**src/design/htc_queue.sv**
```systemverilog
// Small FIFO between the classifying front end and the evaluating back end.
// Generic over width and depth; no package dependency.
module htc_queue #(
	parameter int WIDTH = 8,
	parameter int DEPTH = 4
) (
	input logic clk,
	input logic arst_n,
	input logic push,
	input logic [WIDTH-1:0] push_data,
	output logic ready,
	input logic pop,
	output logic pop_valid,
	output logic [WIDTH-1:0] pop_data
);

	localparam int PW = (DEPTH > 1) ? $clog2(DEPTH) : 1;
	localparam int CW = $clog2(DEPTH + 1);

	logic [WIDTH-1:0] slot_q [DEPTH];
	logic [PW-1:0] wr_ptr_q;
	logic [PW-1:0] rd_ptr_q;
	logic [CW-1:0] count_q;
	logic do_push;
	logic do_pop;

	assign ready = count_q != CW'(DEPTH);
	assign pop_valid = count_q != '0;
	assign pop_data = slot_q[rd_ptr_q];
	assign do_push = push && ready;
	assign do_pop = pop && pop_valid;

	always_ff @(posedge clk) begin
		if (do_push) begin
			slot_q[wr_ptr_q] <= push_data;
		end
	end

	always_ff @(posedge clk or negedge arst_n) begin
		if (!arst_n) begin
			wr_ptr_q <= '0;
			rd_ptr_q <= '0;
			count_q <= '0;
		end else begin
			if (do_push) begin
				wr_ptr_q <= (wr_ptr_q == PW'(DEPTH - 1)) ? '0 : wr_ptr_q + 1'b1;
			end
			if (do_pop) begin
				rd_ptr_q <= (rd_ptr_q == PW'(DEPTH - 1)) ? '0 : rd_ptr_q + 1'b1;
			end
			case ({do_push, do_pop})
				2'b10: count_q <= count_q + 1'b1;
				2'b01: count_q <= count_q - 1'b1;
				default: count_q <= count_q;
			endcase
		end
	end

endmodule

```
**config.mk**
```make
export PLATFORM = sky130hd
export DESIGN_NAME = htc_queue
export DESIGN_NICKNAME = d
export VERILOG_FILES = /design/src/design/htc_queue.sv
export SDC_FILE = /design/constraint.sdc
export NUM_CORES = 1
export LEC_CHECK = 0
export ABC_CLOCK_PERIOD_IN_PS = 2900
export BUFFER_PORTS_ARGS = -buffer_cell sky130_fd_sc_hd__buf_2
export CORE_AREA = 4 4 78 62
export CTS_CLUSTER_SIZE = 10
export DETAILED_ROUTE_END_ITERATION = 16
export DIE_AREA = 0 0 82 66
export PLACE_DENSITY = 0.63
export SLEW_MARGIN = 25
export SYNTH_ARGS = -nofsm -noshare
export SYNTH_HDL_FRONTEND = slang
export SYNTH_SLANG_ARGS = --single-unit
```
**constraint.sdc**
```tcl
create_clock -name clk -period 2.9 [get_ports clk]
set_input_delay 0.87 -clock clk [delete_from_list [all_inputs] [get_ports clk]]
set_output_delay 0.87 -clock clk [all_outputs]
set_load 0.005 [all_outputs]
```
==> impl_metrics.yaml <==
synthesis:
  synth_cells: 83
  netlist-cell-type-count: 20
  syn_avg_cell_area_um2: 19.37
  syn_area_um2: 1608
  ys_ff_latch: 39
  syn-num-nets: 102
  ys_seq_area_frac: 0.7066
  synth_warnings: 0
setup_path:
  critPathMaxStageDelay_ns: 0.73
  crit_arrival_ns: 1.75
  path_max_fanout: 11
  slowest_stage: "dfrtp_1"
  worst_ep_required_time_ns: 2.03
  cp_cell_sequence: "mux4_2 -> buf_2"
  critPathKind: "flip-flop to output pin"
  cp-end-kind: "output pin"
  worstSetupStartpointType: "flip-flop"
  reg2reg_depth: 8
sta:
  post-route-period-util: 0.9024
  finalCriticalPeriod_ns: 2.617
  finalHoldViolCount: 0
  final-setup-viol-count: 0
  fmax_mhz: 382.1
  rsz0062_at_grt: "no"
  tightest_slew_ns: 0.6008
  finalClockSkew_ns: 0.003191
  final.setup.worst_slack_ns: 0.2831
  slew_violations: 0
  relSlewSlack: 0.5995
  tns_ns: 0
pwr:
  intPower_w: 0.001406
  comb_power_share: 0.276
  power.switching_w: 0.0005396
  p_seq_frac: 0.452
  peakVddDrop_mv: 0.5238
  clkPwrFrac: 0.272
  p_per_area_nw_per_um2: 1027
  leakage_nw: 0.7354
  sw_frac_of_total: 0.2773
layout:
  drive_gt1_frac: 0.3761
  layout_common_cells: "edfxtp_1 (32), buf_2 (21), mux4_2 (8), dfrtp_1 (7)"
  nFillCells: 359
  fin_util: 0.4731
  final_nets: 127
  seqCellArea_um2: 1136
  syn2layout_area_growth_pct: 17.82
  multi_input_comb_area_um2: 429.2
  diodes: 0
  final_common_cell: "edfxtp_1"
clock_tree:
  cts_resized: 0
  post_cts_buffers: 0
  clk_path_buf_depth: 2
  clkTransAtPathRegs_ns: 0.08
  cts_hold_buf: 0
  cts_tree: "done"
  clock-sinks: 39
  clkLatencyLatePin_ns: 0.29
  cts_made_buffers: 5
  h-tree-depth: 2
  root_buffer: "clkbuf_8"
grt:
  grt_pass1_vias: 827
  grt_antenna_before_repair: 0
  grt_first_pass_wirelength_mm: 4.209
  grt_max_degree: 13
  overflow: 0
  grt_use_total: 0.1148
routing:
  postRouteAntennaNets: 0
  drt_wl_total_mm: 2.598
  num_vias: 778
  routedWlPerCell_um: 15.84
  viasPerCell: 4.744
  drt_iter0_markers: 56
  drt_first_pass_iters: 4
  remaining_drc_errors: 0
run_status:
  status: "completed"
placement:
  numPortBuffers: 21
  post-dp-hpwl_mm: 1.780
  pre_cts_ws_ns: 0.5697
  gp_congestion: 0.6777
flow_run:
  drv_cap: 0
min_path:
  hp-class: "input pin to asynchronous set/reset pin"
floorplanning:
  die_h_um: 66
  pin_count: 22
  dieArea_um2: 5412
  start_util: 0.4016
  die_x_um: 82
  coreArea_um2: 4004
  num_rows: 20
final cells by class:
cell class              count  area share
clock buffers               6     0.03831
flip-flops and latches     39      0.5997
clock inverters             2     0.03170
inverters                   6     0.01189
well taps                  55     0.03633
repair buffers             21     0.05548
multi-input cells          35      0.2266
registers in the layout (all words and copies together) (netlist names):
| name | flops |
|---|---|
| slot_q | 32 |
| rd_ptr_q | 2 |
| wr_ptr_q | 2 |
| count_q | 3 |
cell usage after synthesis, drive strengths merged:
cell | n | area [um^2]
buf | 3 | 20.01
mux2 | 4 | 52.55
nor2 | 3 | 11.26
xnor2 | 1 | 8.760
or3 | 1 | 6.260
ha | 6 | 75.07
nand2 | 3 | 18.77
mux4 | 8 | 180.2
dfrtp | 7 | 175.2
xor2 | 2 | 17.52
edfxtp | 32 | 960.9
fa | 1 | 20.02
inv | 6 | 22.52
and3 | 4 | 25.02
or3b | 1 | 8.760
o21ai | 1 | 5.000
power groups by stage:
stage | clock network, W | registers, W | logic [W]
floorplan | 0 | 0.000813 | 0.000449
global placement | 0 | 0.000886 | 0.000526
detailed placement | 0 | 0.000893 | 0.000552
CTS | 0.000543 | 0.000883 | 0.000553
global route | 0.000569 | 0.000902 | 0.000608
finish | 0.000530 | 0.000879 | 0.000537
routing by layer:
layer	vias to the layer above	wire length, um	track usage
met3	5	137	0.04223
met4	0	45	0.06846
li1	362	-	-
met5	-	0	0
met1	394	1196	0.1377
met2	17	1218	0.1754
path summary, 6_finish.rpt:
kind	from	endpoint	slack [ns]
hold / removal	arst_n	count_q[0]	0.40
setup reg to reg	count_q[0]	count_q[2]	0.73
min in group clk	count_q[2]	count_q[2]	0.49
hold reg to reg	count_q[2]	count_q[2]	0.49
max in group asynchronous	arst_n	rd_ptr_q[0]	2.34
setup / recovery	rd_ptr_q[0]	pop_data[0]	0.28
cell families after synthesis:
kind of cell,after synthesis,share of synthesized area
fa+ha+maj,7,0.05914
flops,39,0.7066
mux,12,0.1447
simple gates,12,0.04358
compound gates,1,0.003110
xor+xnor,3,0.01635
buf+inv,9,0.02645
worst max-delay path: cells and delay by family (launching register included):
family,cells,cell delay [ns]
buf+inv,1,0.14
flops,1,0.73
mux,1,0.59
through the flow:
step	area (um^2)	hold WS (ns)	cells	total power, W
after global placement	1762	0.4811	156	0.001412
final	1894	0.4021	164	0.001946
after detailed placement	1762	0.4805	156	0.001445
after CTS	1894	0.3971	164	0.001979
after floorplan	1608	0.4481	83	0.001262
after global routing	1894	0.3966	164	0.002079
Note: power is estimated with default switching activity, not from simulation.
