## src/design/htc_pkg.sv

```systemverilog
// Shared types and constants for the tour checker.
// Used by every module of the block except htc_queue; depends on nothing.
package htc_pkg;

	localparam int MAX_VERTICES = 256;
	localparam int QUEUE_DEPTH = 4;
	localparam int VERTEX_W = 9;
	localparam int WEIGHT_W = 16;
	localparam int DIST_W = 32;
	localparam int PATH_W = 16;
	localparam int PDATA_W = 32;
	localparam int PADDR_W = 3;

	localparam logic [VERTEX_W-1:0] VERTEX_COUNT_RESET = 9'd256;

	localparam logic [PADDR_W-3:0] REG_VERTEX_COUNT = 1'b0;

	localparam logic KIND_EDGE = 1'b0;
	localparam logic KIND_VERTEX = 1'b1;

	typedef enum logic [1:0] {
		VERDICT_MISSING_EDGE = 2'd0,
		VERDICT_NOT_TOUR = 2'd1,
		VERDICT_TOUR = 2'd2,
		VERDICT_SIMPLE_TOUR = 2'd3
	} verdict_t;

	typedef struct packed {
		logic kind;
		logic [VERTEX_W-1:0] vertex_a;
		logic [VERTEX_W-1:0] vertex_b;
		logic [WEIGHT_W-1:0] edge_weight;
		logic path_end;
	} item_t;

	typedef struct packed {
		logic [PATH_W-1:0] path_number;
		logic [DIST_W-1:0] path_distance;
		logic [1:0] verdict;
		logic best_valid;
		logic [PATH_W-1:0] best_path;
		logic [DIST_W-1:0] best_distance;
	} result_t;

	typedef struct packed {
		logic is_path;
		logic first;
		logic last;
		logic vtx_ok;
		logic link_ok;
		logic close_bad;
		logic [VERTEX_W-1:0] vtx;
		logic [WEIGHT_W-1:0] weight;
	} cmd_t;

endpackage

```

## src/design/htc_front.sv

```systemverilog
// Front end: configuration register, request intake and classification.
// Tracks path start and previous vertex and forms store addresses; uses htc_pkg.
module htc_front #(
	parameter int MAX_VERTICES = htc_pkg::MAX_VERTICES
) (
	input logic clk,
	input logic arst_n,
	input logic psel,
	input logic penable,
	input logic pwrite,
	input logic [htc_pkg::PADDR_W-1:0] paddr,
	input logic [htc_pkg::PDATA_W-1:0] pwdata,
	output logic [htc_pkg::PDATA_W-1:0] prdata,
	output logic pready,
	input logic item_valid,
	output logic item_ready,
	input htc_pkg::item_t item,
	input logic clearing,
	input logic q_ready,
	output logic q_push,
	output htc_pkg::cmd_t q_cmd,
	output logic [2*$clog2(MAX_VERTICES)-1:0] q_addr,
	output logic [htc_pkg::VERTEX_W-1:0] n_active
);

	localparam int VW = $clog2(MAX_VERTICES);
	localparam int CMP_W = 12;

	logic [htc_pkg::VERTEX_W-1:0] vertex_count_q;
	logic in_path_q;
	logic [htc_pkg::VERTEX_W-1:0] start_q;
	logic [htc_pkg::VERTEX_W-1:0] prev_q;
	logic prev_ok_q;
	logic reg_hit;
	logic accept;
	logic is_path;
	logic va_ok;
	logic edge_ok;
	logic [htc_pkg::VERTEX_W-1:0] va;
	logic [htc_pkg::VERTEX_W-1:0] ea;
	logic [htc_pkg::VERTEX_W-1:0] eb;
	logic [htc_pkg::VERTEX_W-1:0] e_lo;
	logic [htc_pkg::VERTEX_W-1:0] e_hi;

	assign pready = 1'b1;
	assign reg_hit = paddr[htc_pkg::PADDR_W-1:2] == htc_pkg::REG_VERTEX_COUNT;
	assign prdata = reg_hit
		? {{(htc_pkg::PDATA_W - htc_pkg::VERTEX_W){1'b0}}, vertex_count_q} : '0;

	always_ff @(posedge clk or negedge arst_n) begin
		if (!arst_n) begin
			vertex_count_q <= htc_pkg::VERTEX_COUNT_RESET;
		end else if (psel && penable && pwrite && reg_hit) begin
			vertex_count_q <= pwdata[htc_pkg::VERTEX_W-1:0];
		end
	end

	// clamp to 1..MAX_VERTICES
	always_comb begin
		if (vertex_count_q == '0) begin
			n_active = htc_pkg::VERTEX_W'(1);
		end else if (CMP_W'(vertex_count_q) > CMP_W'(MAX_VERTICES)) begin
			n_active = htc_pkg::VERTEX_W'(MAX_VERTICES);
		end else begin
			n_active = vertex_count_q;
		end
	end

	assign va = item.vertex_a;
	assign is_path = item.kind == htc_pkg::KIND_VERTEX;
	assign va_ok = (va != '0) && (va <= n_active);
	assign edge_ok = (item.vertex_a != '0) && (item.vertex_b != '0)
		&& (CMP_W'(item.vertex_a) <= CMP_W'(MAX_VERTICES))
		&& (CMP_W'(item.vertex_b) <= CMP_W'(MAX_VERTICES));

	assign item_ready = q_ready && !clearing;
	assign accept = item_valid && item_ready;
	// drop edges with an endpoint out of range
	assign q_push = accept && (is_path || edge_ok);

	// symmetric store: keep one entry per pair, lower vertex first
	always_comb begin
		ea = is_path ? prev_q : item.vertex_a;
		eb = is_path ? va : item.vertex_b;
		e_lo = (ea < eb) ? ea : eb;
		e_hi = (ea < eb) ? eb : ea;
		q_addr = {VW'(e_lo - 1'b1), VW'(e_hi - 1'b1)};
	end

	always_comb begin
		q_cmd.is_path = is_path;
		q_cmd.first = !in_path_q;
		q_cmd.last = item.path_end;
		q_cmd.vtx_ok = va_ok;
		q_cmd.link_ok = prev_ok_q && va_ok;
		q_cmd.close_bad = item.path_end && in_path_q && (va != start_q);
		q_cmd.vtx = va;
		q_cmd.weight = item.edge_weight;
	end

	always_ff @(posedge clk or negedge arst_n) begin
		if (!arst_n) begin
			in_path_q <= 1'b0;
			start_q <= '0;
			prev_q <= '0;
			prev_ok_q <= 1'b0;
		end else if (accept && is_path) begin
			in_path_q <= !item.path_end;
			prev_q <= va;
			prev_ok_q <= va_ok;
			if (!in_path_q) begin
				start_q <= va;
			end
		end
	end

endmodule

```

## config.mk

```make
export PLATFORM = sky130hd
export DESIGN_NAME = htc_front
export DESIGN_NICKNAME = d
export VERILOG_FILES = /design/src/design/htc_pkg.sv /design/src/design/htc_front.sv
export SDC_FILE = /design/constraint.sdc
export NUM_CORES = 1
export LEC_CHECK = 0
export BUFFER_PORTS_ARGS = -buffer_cell sky130_fd_sc_hd__buf_4
export CORE_ASPECT_RATIO = 1.75
export CORE_UTILIZATION = 50
export CTS_BUF_LIST = sky130_fd_sc_hd__clkbuf_8
export DETAILED_ROUTE_END_ITERATION = 12
export GPL_ROUTABILITY_DRIVEN = 0
export PLACE_DENSITY = 0.93
export SETUP_SLACK_MARGIN = 0.2
export SYNTH_ARGS = -nofsm -noshare
export SYNTH_HDL_FRONTEND = slang
export SYNTH_SLANG_ARGS = --single-unit
```

## constraint.sdc

```tcl
create_clock -name clk -period 12.08 [get_ports clk]
set_input_delay 0 -clock clk [delete_from_list [all_inputs] [get_ports clk]]
set_output_delay 0 -clock clk [all_outputs]
set_load 0.01 [all_outputs]
```

==> impl_results.md, run 1 <==
- Initial antenna violation count: 0
- Max_cap viols: 0
- Mean Syn Cell Area: between 8 and 9 um^2
- FP Rows: 37
- Max Clk Rate: 228 MHz
- I/O pin count: 170
- Commonest non-fill, non-tap cells in the layout: buf_4, nand2_1, mux2i_1, mux2_2, dfrtp_1
- Post-Place Cells: about 470
- Final Skew: between 1 and 1.5 ps
- Via count: between 2k and 3k
- Critical Path RT: 12080 ps
- Util after Layout: 0.629
- XOR/XNOR share of the synthesized area: 0.0784
- Layout cell share with drive strength beyond 1: 0.320
- Fin nets: just over 500
- Clk buf depth: 2
- Crit path time final: approximately 4400 ps
- Compound-Gate Fraction of Synth Area: 0.0639
- DR DRC count: 0
- Via/cell ratio: 5.25
- Synth async-reset ratio: 1.00
- Initial DRC count: 143
- Wire length per cell: between 15 and 20 um
- Post-synth EDFFs: 0
- Worst-Skew Late Latency: roughly 280 ps
- Crit path DAT: around 4400 ps
- Critical Path Fanout Max: 34
- Antenna cell count: 0
- Total CTS buffers: 5
- Final ANT Viol Nets: 0
- GRT Total Usage: 0.249
- # H-tree levels: 2
- Core area: 5830 um^2
- Final Slew Violations: 0
- # clock sinks: 29
- Adder-Cell Fraction of Synth Area: 0.0788
- Non-filler instance count after layout: about 490
- Multiplexer area fraction after synthesis: 0.215
- Postcts setup bufs: 0
- Leakage: roughly 1.9 nW
- Synth-to-layout area growth: 21.7%
- Final Cell Area: around 3700 um^2
- Placed Area: roughly 3400 um^2
- Power density cells: approximately 150 nW/um^2
- GR Overflow Total: 0
- Relative slew slack: 0.550
- Period utilisation layout: 0.363
- Die area: ~6400 um^2
- Vias in the first global route: 2603
- CTS tree: built
- Worst hold margin: between 0.003 and 0.004 ps
- Cells after Synth: 340
- Final WS setup: about 7700 ps
- Critical Path Sink Type: output pin
- Setup CP Type: reg2out
- Post-synthesis sequential area ratio: 0.241
- Most common cell after layout, fill and taps aside: buf_4
- Yosys cell types: 39
- Detailed Route WL: 7.36 mm
- Final hold viol count: 0
- HPWL Detailed: 5.59 mm
- Post-synth top flop: dfrtp_1
- Clock root cell: clkbuf_8
- Power after layout: around 0.53 mW
- Post-Synthesis Cell Area: roughly 3000 um^2
- Crit path launch type: flop
- Setup-failing EPs final: 0
- DRT Pass-1 Iters: 4
- Die Wd: slightly above 60 um
- Input/output buffers: just under 90
- Post-Synth Simple-Gate Area: 0.150
- Clock transition at the registers of the reported paths: about 60 ps
- Initial core utilization: 0.517
- Ys Warns: 0
- Worst slew pin tran: 672 ps
- First-pass GRT wire length: roughly 12 mm
- Largest family of logic cells by synthesized area: multiplexers
- Pre-CTS WS: around 8000 ps
- Number of synthesized register bits: 29
- Pin count of the biggest net entering global routing: 35
- Setup TNS: 0 ps
- Hold Crit Class: in2out
- Status: finished clean
- Die Height: between 100 and 150 um
- RSZ-0062 raised after global routing: false
- VDD IR max: between 0.1 and 0.15 mV
[state kept, by name, indices dropped and copies added, names as in the netlist]
register	flops
vertex_count_q	9
prev_q	9
start_q	9
prev_ok_q	1
in_path_q	1
[worst paths after layout]
| kind | endpoint | from | slack, ps | depth (start not counted) |
|---|---|---|---|---|
| min in group asynchronous | in_path_q$_DFFE_PN0P_ | arst_n | 180 | 2 |
| max reg2reg | prev_ok_q$_DFFE_PN0P_ | vertex_count_q[8]$_DFFE_PN1P_ | 9580 | 10 |
| min reg2reg | prev_q[5]$_DFFE_PN0P_ | prev_q[5]$_DFFE_PN0P_ | 510 | 1 |
| max in group asynchronous | vertex_count_q[8]$_DFFE_PN1P_ | arst_n | 11590 | 2 |
| max | q_addr[6] | prev_q[2]$_DFFE_PN0P_ | 7690 | 16 |
| min | q_cmd[1] | item[2] | 0.004 | 0 |
[routing by layer]
layer | vias to the layer above | GRT usage | wire length, um
li1 | 1213 | - | -
met1 | 1207 | 0.259 | 2600
met2 | 112 | 0.459 | 4130
met3 | 24 | 0.0371 | 399
met4 | 0 | 0.114 | 231
met5 | - | 0 | 0
[worst max-delay path: stages, from the launching register on]
cell	delay [ps]
dfrtp_1	390
mux2i_1	290
inv_1	130
ha_1	310
and3_1	190
a221o_1	390
a221oi_4	280
buf_4	420
mux2i_1	220
nor2_1	230
ha_1	240
nand2_1	60
mux2i_1	340
nand2_1	130
xnor2_1	150
mux2i_1	180
buf_4	150
[synth_stat cells, types with 2 or more instances]
library cell | number | area share
nor3_4 | 2 | 0.011
nand2b_1 | 2 | 0.0041
a21oi_1 | 10 | 0.017
mux2i_1 | 31 | 0.10
o21ai_0 | 9 | 0.015
buf_4 | 53 | 0.13
nor2_1 | 18 | 0.022
mux2_2 | 30 | 0.11
buf_2 | 3 | 0.0050
conb_1 | 2 | 0.0025
nand3_1 | 6 | 0.010
dfrtp_1 | 28 | 0.23
nor2b_1 | 11 | 0.023
xnor2_1 | 20 | 0.058
xor2_1 | 7 | 0.020
and3_1 | 2 | 0.0041
nand2_1 | 37 | 0.046
a21o_1 | 2 | 0.0050
ha_1 | 19 | 0.079
clkbuf_1 | 3 | 0.0037
o21a_1 | 2 | 0.0050
nor3_1 | 4 | 0.0066
nor4_1 | 5 | 0.010
inv_1 | 19 | 0.024
[power by group]
| group | switching, mW | total, mW | leakage, nW | internal, mW |
|---|---|---|---|---|
| Clock | 0.0392 | 0.121 | 0.0681 | 0.0819 |
| Combinational | 0.135 | 0.271 | 1.45 | 0.136 |
| Sequential | 0.0186 | 0.141 | 0.347 | 0.122 |
[cell type report]
| type | instances | area, um^2 |
|---|---|---|
| Inverter | 20 | 75.1 |
| Clock inverter | 3 | 65.1 |
| Timing Repair Buffer | 100 | 778 |
| Multi-Input combinational cell | 252 | 1860 |
| Clock buffer | 5 | 68.8 |
| Tap cell | 78 | 97.6 |
| Sequential cell | 29 | 727 |
| Fill cell | 501 | 2160 |
[what timing repair did]
action | in CTS | in global routing
resized for setup | 0 | 0
hold endpoints to repair | 39 | 0
endpoints found under the setup margin | 0 | 0
hold buffers | 11 | 0
[kinds of logic (layout without fill, tap and decap cells)]
logic type      Yosys count  after routing
compound gates           29             29
xor+xnor                 27             27
fa+ha+maj                19             19
buf+inv                  81            128
flops                    29             29
mux                      61             61
other cells               2             24
simple gates             92             92
No activity file was read; power rests on OpenSTA's default activity.
==> run 2, diff against run 1 <==
--- a/config.mk
+++ b/config.mk
@@ -7,11 +7,11 @@
 export LEC_CHECK = 0
 export BUFFER_PORTS_ARGS = -buffer_cell sky130_fd_sc_hd__buf_4
 export CORE_ASPECT_RATIO = 1.75
-export CORE_UTILIZATION = 50
+export CORE_UTILIZATION = 46
 export CTS_BUF_LIST = sky130_fd_sc_hd__clkbuf_8
 export DETAILED_ROUTE_END_ITERATION = 12
 export GPL_ROUTABILITY_DRIVEN = 0
-export PLACE_DENSITY = 0.93
+export PLACE_DENSITY = 0.87
 export SETUP_SLACK_MARGIN = 0.2
 export SYNTH_ARGS = -nofsm -noshare
 export SYNTH_HDL_FRONTEND = slang
==> constraint.sdc (replaced) <==
create_clock -name clk -period 4.2 [get_ports clk]
set_input_delay 0 -clock clk [delete_from_list [all_inputs] [get_ports clk]]
set_output_delay 0 -clock clk [all_outputs]
set_load 0.01 [all_outputs]
==> impl_results.md, run 2 (synthesis results as in run 1) <==
- Status: finished clean
- Wire length per cell: approximately 15 um
- Antenna cell count: 0
- Max Clk Rate: about 260 MHz
- Fin nets: 512
- I/O pin count: 170
- DRT Pass-1 Iters: 4
- Worst slew pin tran: approximately 700 ps
- Via/cell ratio: between 5 and 6
- Via count: ~2.6k
- Worst-Skew Late Latency: 280 ps
- Final hold viol count: 0
- Die Height: 109 um
- Critical Path Fanout Max: 11
- Pin count of the biggest net entering global routing: 30
- FP Rows: 38
- Power density cells: 391 nW/um^2
- Met3 track demand over resource: 0.0387
- Clock transition at the registers of the reported paths: ~60 ps
- CTS tree: built
- Commonest non-fill, non-tap cells in the layout: buf_4, nand2_1, mux2_2, dfrtp_1, mux2i_1
- Crit-path max cell delay: 410 ps
- Crit path max-delay family: multiplexers
- Detailed Route WL: roughly 7.4 mm
- Clock root cell: clkbuf_8
- Vias in the first global route: ~2.6k
- # H-tree levels: 2
- Period utilisation layout: 0.909
- GR Overflow Total: 0
- Die area: 6900 um^2
- HPWL Detailed: around 5.8 mm
- Grt met1 use: 0.204
- Largest regs: prev_q: 9 flops, start_q: 9 flops, vertex_count_q: 9 flops
- Input/output buffers: approximately 90
- Clk buf depth: 2
- Total CTS buffers: 5
- Initial antenna violation count: 0
- Layout cell share with drive strength beyond 1: 0.342
- Setup CP Type: reg2out
- Peak-usage layer in the global routing report: met2
- Final ANT Viol Nets: 0
- Initial DRC count: between 100 and 150
- Core area: 6280 um^2
- Crit path time final: 3820 ps
- VDD IR max: 0.274 mV
- Critical Path Sink Type: output pin
- Max_cap viols: 0
- Setup-failing EPs final: 0
- First-pass GRT wire length: 11.6 mm
- Crit-path slowest cell: dfrtp_1
- Initial core utilization: 0.480
- GRT Total Usage: 0.215
- DR DRC count: 0
- RSZ-0062 raised after global routing: false
- Die Wd: roughly 63 um
- Leakage: about 1.9 nW
- Critical Path RT: 4200 ps
- Met2 usage: 0.426
- Final Slew Violations: 0
- Crit path DAT: between 3000 and 4000 ps
- CP bufs+invs: 4
- Crit path launch type: flop
- Relative slew slack: 0.530
- Final Cell Area: ~3700 um^2
- Synth-to-layout area growth: 23.4%
- Most common cell after layout, fill and taps aside: buf_4
- Setup TNS: 0 ps
- # clock sinks: 29
- Placed Area: approximately 3500 um^2
- Hold Crit Class: in2out
- CP cell instances: mux2i_2 -> inv_1 -> ha_1 -> and3_1 -> a221o_1 -> a221oi_4 -> buf_6 -> buf_6 -> mux2i_1 -> ha_2 -> nand2_1 -> mux2i_4 -> nand2_1 -> xnor2_1 -> mux2i_1 -> buf_4
- Final Skew: approximately 6.3 ps
run 2: path summary, 6_finish.rpt:
path	startpoint	endpoint	slack, ps	depth (start not counted)
max	prev_q[4]$_DFFE_PN0P_	q_addr[12]	380	16
min	item[3]	q_cmd[2]	0.004	0
min in group asynchronous	arst_n	vertex_count_q[0]$_DFFE_PN0P_	190	2
max reg2reg	vertex_count_q[8]$_DFFE_PN1P_	prev_ok_q$_DFFE_PN0P_	1840	10
min reg2reg	prev_ok_q$_DFFE_PN0P_	prev_ok_q$_DFFE_PN0P_	500	1
max in group asynchronous	arst_n	vertex_count_q[8]$_DFFE_PN1P_	3690	2
run 2: final cells by class:
type                    count  area [um^2]
fillers                   557         2550
multi-input cells         252         1900
repair buffers            106          831
flip-flops and latches     29          727
well taps                  80          100
clock buffers               6         82.6
inverters                  20         75.1
clock inverters             2         7.51
run 2: worst reg2reg max path, cell delays in order (launching register included):
cell and delay (ps):
dfstp_2 560, clkinv_1 210, nand2_1 150, ha_1 240
nor2b_1 140, o21a_1 170, o21a_1 160, o21ai_0 140
nand3b_1 90, a21oi_1 250, mux2_2 190
run 2: metal layers:
layer,up-vias,part of all wire,routed length (um)
met5,-,0,0
met4,0,0.047,350
met3,40,0.056,413
met2,110,0.56,4140
met1,1194,0.33,2470
li1,1226,-,-
run 2: what timing repair did:
item / in CTS / in global routing
hold buffers: 11 / 0
setup endpoints to repair: 4 / 4
setup buffers: 1 / 1
resized for setup: 2 / 9
endpoints found under the hold margin: 39 / 0
pin swaps: 1 / 0
run 2: through the flow:
stage | hold slack, ps | instances | util | power, mW | setup slack, ps
after floorplan | -296 | 362 | - | 0.931 | 234
after global placement | -62.2 | 474 | 0.551 | 1.15 | 432
after detailed placement | -54.8 | 474 | 0.551 | 1.19 | 307
after CTS | 0.0686 | 494 | 0.585 | 1.44 | 212
after global routing | 0.0158 | 495 | 0.593 | 1.55 | 176
final | 0.00395 | 495 | 0.593 | 1.45 | 382
run 2: power breakdown:
part	total, mW	internal, mW	switching, mW	leakage [nW]
sequential	0.406	0.352	0.0541	0.347
clock	0.231	0.128	0.103	0.0538
combinational	0.817	0.418	0.399	1.47
==> run 3, diff against run 2 <==
--- a/config.mk
+++ b/config.mk
@@ -6,8 +6,10 @@
 export NUM_CORES = 1
 export LEC_CHECK = 0
 export BUFFER_PORTS_ARGS = -buffer_cell sky130_fd_sc_hd__buf_4
+export CELL_PAD_IN_SITES_DETAIL_PLACEMENT = 1
+export CELL_PAD_IN_SITES_GLOBAL_PLACEMENT = 2
 export CORE_ASPECT_RATIO = 1.75
-export CORE_UTILIZATION = 46
+export CORE_UTILIZATION = 25
 export CTS_BUF_LIST = sky130_fd_sc_hd__clkbuf_8
 export DETAILED_ROUTE_END_ITERATION = 12
 export GPL_ROUTABILITY_DRIVEN = 0
==> impl_results.md, run 3 (synthesis results as in run 1) <==
- Pin count of the biggest net entering global routing: 30
- Setup CP Type: reg2out
- Worst R2R Path Depth: 10
- Max Clk Rate: between 200 and 300 MHz
- Fillers: approximately 1.4k
- I/O pin count: between 150 and 200
- Core area: about 12000 um^2
- Final Skew: 3.86 ps
- RSZ-0062 raised after global routing: false
- Setup TNS: 0 ps
- Die area: 12500 um^2
- R2r endpoint: prev_ok_q$_DFFE_PN0P_
- Clock root cell: clkbuf_8
- Total CTS buffers: 5
- CTS tree: built
- Die Wd: between 80 and 90 um
- Final hold viol count: 0
- Worst-Skew Late Latency: around 290 ps
- Worst hold start: item[14]
- Input/output buffers: slightly below 90
- # H-tree levels: 2
- Commonest non-fill, non-tap cells in the layout: buf_4, nand2_1, mux2_2, dfrtp_1, mux2i_1
- Worst slew pin tran: approximately 740 ps
- Relative slew slack: 0.504
- Hold endpoint: q_cmd[13]
- Period utilisation layout: 0.893
- Initial antenna violation count: 0
- R2r setup slk: between 1500 and 2000 ps
- Synth-to-layout area growth: 28.8%
- DR DRC count: 0
- Area of the multi-input gates: approximately 1900 um^2
- Setup-failing EPs final: 0
- VDD IR max: 0.239 mV
- Final ANT Viol Nets: 0
- Worst flop-to-flop path startpoint: vertex_count_q[8]$_DFFE_PN1P_
- Clock transition at the registers of the reported paths: 70 ps
- Antenna cell count: 0
- FP Rows: 52
- Hold Crit Class: in2out
- Detailed Route WL: 8.46 mm
- Max_cap viols: 0
- GR Overflow Total: 0
- Most common cell after layout, fill and taps aside: buf_4
- Die Height: approximately 150 um
- # clock sinks: 29
- Final Slew Violations: 0
- Fin nets: between 500 and 600
- Via count: 2563
- Critical Path RT: 4200 ps
- First-pass GRT wire length: ~13 mm
- Crit path time final: roughly 3700 ps
- Wire length per cell: 15.2 um
- Status: finished clean
- Power density cells: around 410 nW/um^2
- Seq. cell area: roughly 730 um^2
- Clk buf depth: 2
- Initial DRC count: 52
- Initial core utilization: 0.259
- GRT Total Usage: 0.137
- Layout cell share with drive strength beyond 1: 0.355
- Critical Path Fanout Max: 11
- HPWL Detailed: ~6.9 mm
- Via/cell ratio: about 4.6
- Vias in the first global route: around 2.7k
- Worst hold margin: roughly 0.0033 ps
- Critical Path Sink Type: output pin
- Hold path depth: 0
- Leakage: 1.93 nW
- Crit path launch type: flop
- Largest regs: prev_q: 9 flops, start_q: 9 flops, vertex_count_q: 9 flops
- DRT Pass-1 Iters: 4
- Crit path DAT: between 3000 and 4000 ps
[run 3: critical path, cell delays in order, from the launching register on]
cell and delay [ps]:
dfrtp_1 390, mux2i_2 220, inv_1 120, ha_1 300, and3_1 190, a221o_1 380
a221oi_4 280, buf_6 170, buf_6 150, mux2i_2 210, ha_2 220, nand2_1 60
mux2i_1 130, buf_4 150, nand2_1 70, xnor2_1 150, mux2i_1 130, buf_4 140
[run 3: final cells by class]
cell class / instances / area share
clock buffer: 5 / 0.0177
clock inverter: 3 / 0.0168
sequential: 29 / 0.187
multi-input combinational: 252 / 0.488
timing repair buffer: 113 / 0.228
tap: 135 / 0.0435
inverter: 20 / 0.0193
[run 3: what timing repair did]
item | in CTS | in global routing
setup buffers | 1 | 1
hold endpoints to repair | 39 | 0
hold buffers | 11 | 0
endpoints found under the setup margin | 4 | 4
pin swaps | 1 | 0
cloned | 0 | 0
gates resized for setup | 1 | 9
[run 3: how the worst max path moves through the flow]
stage	from	cells after the start	slack [ps]	endpoint
6_report	prev_q[2]$_DFFE_PN0P_	17	450	q_addr[12]
3_3_place_gp	item[35]	17	520	q_addr[12]
3_5_place_dp	item[35]	17	410	q_addr[12]
2_1_floorplan	item[35]	18	230	q_addr[12]
4_1_cts	prev_q[2]$_DFFE_PN0P_	17	250	q_addr[12]
5_1_grt	prev_q[2]$_DFFE_PN0P_	17	170	q_addr[14]
[run 3: power breakdown]
group | total (mW) | switching (mW) | internal, mW
clock network | 0.350 | 0.115 | 0.236
registers | 0.404 | 0.0528 | 0.351
logic | 0.828 | 0.401 | 0.427
[run 3: per-stage QoR]
stage               power, mW  std cells  utilization  worst slack (ps)  cell area, um^2
finish                   1.58        557        0.333               450             3880
global route             1.70        557        0.333               166             3880
CTS                      1.60        556        0.329               255             3830
detailed placement       1.22        536        0.307               414             3580
global placement         1.19        536        0.307               517             3580
floorplan               0.931        362            -               234             3100
[run 3: routing by layer]
metal	wire (um)	GRT usage	vias to the layer above
li1	-	-	1233
met1	2780	0.125	1242
met2	5070	0.286	75
met3	443	0.0270	13
met4	164	0.0441	0
met5	0	0	-
